--- src/isfp_pkg.sv ---
`default_nettype none
package isfp_pkg;

    localparam int NUM_CH = 3;
    localparam int CH_W   = 8;
    localparam int CFG_DW = 12;
    localparam int IDX_W  = 2;

    typedef logic [CH_W-1:0]         t_chan;
    typedef t_chan [NUM_CH-1:0]      t_pix;
    typedef logic [IDX_W-1:0]        t_reg_idx;

    localparam t_reg_idx REG_WIDTH  = 2'd0;
    localparam t_reg_idx REG_HEIGHT = 2'd1;
    localparam t_reg_idx REG_COLOR  = 2'd2;

    localparam logic [CFG_DW-1:0] RST_WIDTH  = 12'd640;
    localparam logic [CFG_DW-1:0] RST_HEIGHT = 12'd480;
    localparam logic [CFG_DW-1:0] HEIGHT_MAX = 12'd2048;
    localparam t_chan             CH_MAX     = 8'hFF;

endpackage
`default_nettype wire

--- src/isfp_lane.sv ---
`default_nettype none
module isfp_lane (
    input  wire isfp_pkg::t_chan i_centre,
    input  wire isfp_pkg::t_chan i_up,
    input  wire isfp_pkg::t_chan i_down,
    input  wire isfp_pkg::t_chan i_left,
    input  wire isfp_pkg::t_chan i_right,
    input  wire logic            i_interior,
    output isfp_pkg::t_chan      o_res
);
    import isfp_pkg::*;

    localparam int SW = CH_W + 3;

    logic [SW-1:0] pos;
    logic [SW-1:0] neg;
    logic [SW-1:0] diff;

    // 5*c against the four orthogonal neighbors, clamped to a byte; border pixels pass c through
    always_comb begin
        pos  = (SW'(i_centre) << 2) + SW'(i_centre);
        neg  = SW'(i_up) + SW'(i_down) + SW'(i_left) + SW'(i_right);
        diff = pos - neg;
        if (!i_interior) begin
            o_res = i_centre;
        end else if (neg > pos) begin
            o_res = '0;
        end else if (diff > SW'(CH_MAX)) begin
            o_res = CH_MAX;
        end else begin
            o_res = diff[CH_W-1:0];
        end
    end

endmodule
`default_nettype wire

--- config.mk ---
export PLATFORM = sky130hd
export DESIGN_NAME = isfp_lane
export DESIGN_NICKNAME = d
export VERILOG_FILES = /design/src/isfp_pkg.sv /design/src/isfp_lane.sv
export SDC_FILE = /design/constraint.sdc
export NUM_CORES = 1
export LEC_CHECK = 0
export ABC_AREA = 0
export ABC_CLOCK_PERIOD_IN_PS = 9200
export BUFFER_PORTS_ARGS = -buffer_cell sky130_fd_sc_hd__buf_2
export CAP_MARGIN = 20
export CORE_AREA = 2 2 72 67
export DETAILED_ROUTE_END_ITERATION = 16
export DIE_AREA = 0 0 74 69
export GPL_TIMING_DRIVEN = 1
export PLACE_DENSITY = 0.61
export SYNTH_ARGS = -nofsm -noshare
export SYNTH_HDL_FRONTEND = slang
export SYNTH_SLANG_ARGS = --single-unit
--- constraint.sdc ---
create_clock -name vclk -period 9.2
set_input_delay 0.46 -clock vclk [all_inputs]
set_output_delay 0.46 -clock vclk [all_outputs]
set_load 0.005 [all_outputs]
### After elaboration in Yosys (flattened, before gate mapping)

Cells that the tools add are included.

| operators by class | value |
|---|---|
| add/subtract/negate cells | 5 |
| order comparisons | 2 |
| muxes and demuxes | 3 |

Operators with widths:

| operator | count |
|---|---|
| 8-bit 2-to-1 mux | 3 |
| 10-bit by 8-bit adder with 11-bit output | 2 |
| 11-bit greater-than comparator | 1 |
| 11-bit by 8-bit greater-than comparator with 1-bit output (second input constant) | 1 |
| 11-bit subtractor | 1 |
| 9-bit by 8-bit adder with 10-bit output | 1 |
| 8-bit by 8-bit adder with 9-bit output | 1 |

| word-level totals | value |
|---|---|
| register bits | 0 |
| bits of input ports | 41 |
| output and inout port bits | 8 |

### Depth between registers and ports, before layout

| logic depth | value |
|---|---|
| word-level depth | 8 |
| gate-level depth with buffers | 20 |

### Least setup slack after synthesis

OpenSTA, ideal clock, no wires.

| path | value |
|---|---|
| path type | in2out |
| start point | input port i_up[1] |
| end point | output port o_res[6] |
| data required time | 8,740 ps |
| arrival | 4,419 ps |
| buffers on the path | 0 |
| slack | 4,321 ps |
| cell stages on the path | 18 |
| cell sequence | inv_1 > fa_1 > inv_1 > fa_1 > ha_1 > fa_1 > a21o_1 > a21oi_1 > o21bai_1 > a21oi_1 > xor2_1 > ha_1 > a21oi_1 > nor2_1 > a211oi_1 > a21boi_0 > nor4_4 > o221ai_1 |

| on the way | value |
|---|---|
| cells in the longest elaborated chain, start to end | 8 |
| elaborated cells on any way between the ends | 9 |
| classes of those cells | add/sub: 4; order compare: 2; mux: 3 |

RTL lines:

| element | RTL line | text |
|---|---|---|
| from (decl) | isfp_lane.sv:4 | `input wire isfp_pkg::t_chan i_up,` |
| 8-bit by 8-bit adder with 9-bit output * | isfp_lane.sv:22 | `neg = SW'(i_up) + SW'(i_down) + SW'(i_left) + SW'(i_right);` |
| 9-bit by 8-bit adder with 10-bit output * | isfp_lane.sv:22 |  |
| 10-bit by 8-bit adder with 11-bit output * | isfp_lane.sv:22 |  |
| 11-bit subtractor | isfp_lane.sv:23 | `diff = pos - neg;` |
| 11-bit by 8-bit greater-than comparator with 1-bit output | isfp_lane.sv:28 | `end else if (diff > SW'(CH_MAX)) begin` |
| 8-bit 2-to-1 mux | isfp_lane.sv:28 |  |
| 8-bit 2-to-1 mux * | isfp_lane.sv:26 | `end else if (neg > pos) begin` |
| 8-bit 2-to-1 mux * | isfp_lane.sv:24 | `if (!i_interior) begin` |
| to (decl) | isfp_lane.sv:9 | `output isfp_pkg::t_chan o_res` |

Every way passes the cells marked *; elsewhere a longest branch is shown, timed or not.

### Worst setup path after layout

| path | value |
|---|---|
| start point | input port i_up[1] |
| end point | output port o_res[3] |

The elaborated chain is that of the path after synthesis.

==> flow_summary.yaml <==
final_layout:
  post-route-cell-area_um2: 1970
  seq_area_um2: 0
  design.seq.count: 0
  syn2layout_area_growth_pct: 18.4
  fill_cells: 465
  multi_input_area_um2: 1470
  antenna_cells: 0
  drive_above_1_share: 0.216
  final_net_count: 342
  num-clock-buffers: 0
floorplanning:
  rows: 23
  fp.dieW_um: 74
  die_h_um: 69
  die_area_um2: 5110
  io-pin-count: 49
  coreArea_um2: 4350
  initial_utilization: 0.383
routing:
  drc: 0
  routed_via_density: 4.80
  wl_um: 3130
  vias: 1523
  dr.pass1.iters: 4
  dr.first_iter.drc_count: 44
  wl_per_cell_um: 9.88
  ant_nets: 0
worst_setup_path:
  startpoint_type: "input pin"
  cp.arrival_ns: 5.14
  cp_max_fo: 16
  critical_path_required_ns: 8.74
  path_class: "input pin to primary output"
  worstSetupEndpointType: "primary output"
synthesis:
  seq_area_frac_synth: 0
  netlist_area_um2: 1670
  yosys_warnings: 0
  synthCells: 208
  synth.area.top_cells: "fa_1 (22%), ha_1 (20%), inv_1 (11%), xnor2_1 (4.7%), a21oi_1 (4.2%)"
  synth_top_cell_by_area: "fa_1"
  synth_fp_nets: 293
  yosysTopAreaCellShare: 0.216
  synth.distinct_cells: 39
  syn_area_per_cell_um2: 8.01
sta:
  max_freq_mhz: 179
  period_minus_slack_ns: 5.60
  slew_viol_final: 0
  tightest_slew_ns: 0.792
  fin_crit_sh: 0.609
  setup-tns-final_ns: 0
  setup_viol: 0
  relSlewSlack: 0.470
  hold_violations: 0
  rsz0062_at_grt: "false"
grt:
  antenna_found_initial: 0
  grt_pass1_wl_um: 5730
  grt_max_degree: 17
  grt_usage: 0.131
  grt_pass1_vias: 1381
  grt-ovfl-total: 0
power:
  p_per_area_nw_per_um2: 247
  p_leak_nw: 1.07
  total_power_mw: 0.488
  peakVddDrop_mv: 0.105
job:
  max_cap_violations: 0
placement:
  port_buffers: 49
  hpwl_um: 2840
  routabilityCongestion: 0.790
  dpl_cell_area_um2: 1970
cts:
  ctsHoldBuffers: 0
  post_cts.repair.setup_buffers: 0
  cts_resized: 0
worst_hold_path:
  hold_class: "input pin to primary output"
outcome:
  status: "finished clean"
[per-stage QoR]
| step | setup slack [ns] | utilization | instances | hold slack, ns |
|---|---|---|---|---|
| detailed placement | 3.54 | 0.454 | 317 | 1.26 |
| global placement | 3.58 | 0.454 | 317 | 1.26 |
| CTS | 3.54 | 0.454 | 317 | 1.26 |
| finish | 3.60 | 0.454 | 317 | 1.25 |
| floorplan | 4.32 | - | 208 | 1.03 |
| global route | 3.16 | 0.454 | 317 | 1.29 |
[layout by cell type, fill, tap and decap left out, types with 6 or more instances in the layout]
master	n
a21o_1	7
a21oi_1	14
a2bb2oi_1	6
buf_2	49
fa_1	18
ha_1	26
inv_1	47
nand2_1	9
nor2_1	10
o21ai_0	10
xnor2_1	9
xor2_1	6
[worst max-delay path, cell delays in order]
cell and delay, ns:
buf_2 0.07, inv_1 0.04, fa_1 0.53, inv_1 0.05, fa_1 0.45, ha_1 0.24, fa_1 0.40, a21o_1 0.17
a21oi_1 0.21, o21bai_1 0.09, a21oi_1 0.21, nor2_1 0.08, a211oi_1 0.26, ha_1 0.33, and4_1 0.21, nand2_1 0.06
a21oi_1 0.08, o41ai_4 0.68, a2bb2oi_1 0.23, o21ai_0 0.11, buf_2 0.17
[cell usage after synthesis, drive strengths merged]
master / n
a21boi: 2
o32a: 1
a21oi: 14
o41a: 1
nand2: 9
buf: 2
o31a: 1
nand3: 2
nand2b: 4
o211ai: 2
inv: 47
nor4: 1
and3b: 1
a31o: 1
a21o: 7
ha: 26
nor3: 4
mux2i: 1
o21ai: 12
and4: 1
o22ai: 1
nor2b: 3
o221ai: 1
o2111ai: 1
a211o: 1
nor2: 10
fa: 18
or3b: 1
o41ai: 1
o21a: 4
a2bb2oi: 6
xor2: 6
xnor2: 9
a211oi: 5
o21bai: 2
[cell type report]
class                      instances  area share
tap                               62      0.0393
inverter                          47      0.0895
multi-input combinational        159       0.747
timing repair buffer              49       0.124
[cells by family (layout without fill, tap and decap cells)]
logic type,Yosys count,after routing,synth area share
xor gates and xnor gates,15,15,0.0789
muxes,1,1,0.00601
buffers and inverters,49,96,0.116
AOI/OAI and AO/OA,63,63,0.271
adders and majority gates,44,44,0.412
and+or+nand+nor,36,36,0.116
[power by group]
part	internal, mW	switching [mW]
sequential	0	0
combinational	0.228	0.260
clock	0	0
total	0.228	0.260
[per-layer routing]
layer / routed length, um / vias to the layer above / global-route usage
met5: 0 / - / 0
met4: 0 / 0 / 0
met3: 106 / 0 / 0.00146
met2: 1510 / 35 / 0.236
met1: 1510 / 685 / 0.184
li1: - / 803 / -
[final timing paths]
path / slack [ns] / depth (start not counted) / from / to
max: 3.60 / 21 / i_up[1] / o_res[3]
min: 1.25 / 4 / i_centre[0] / o_res[0]
No activity file was read; power rests on OpenSTA's default activity.
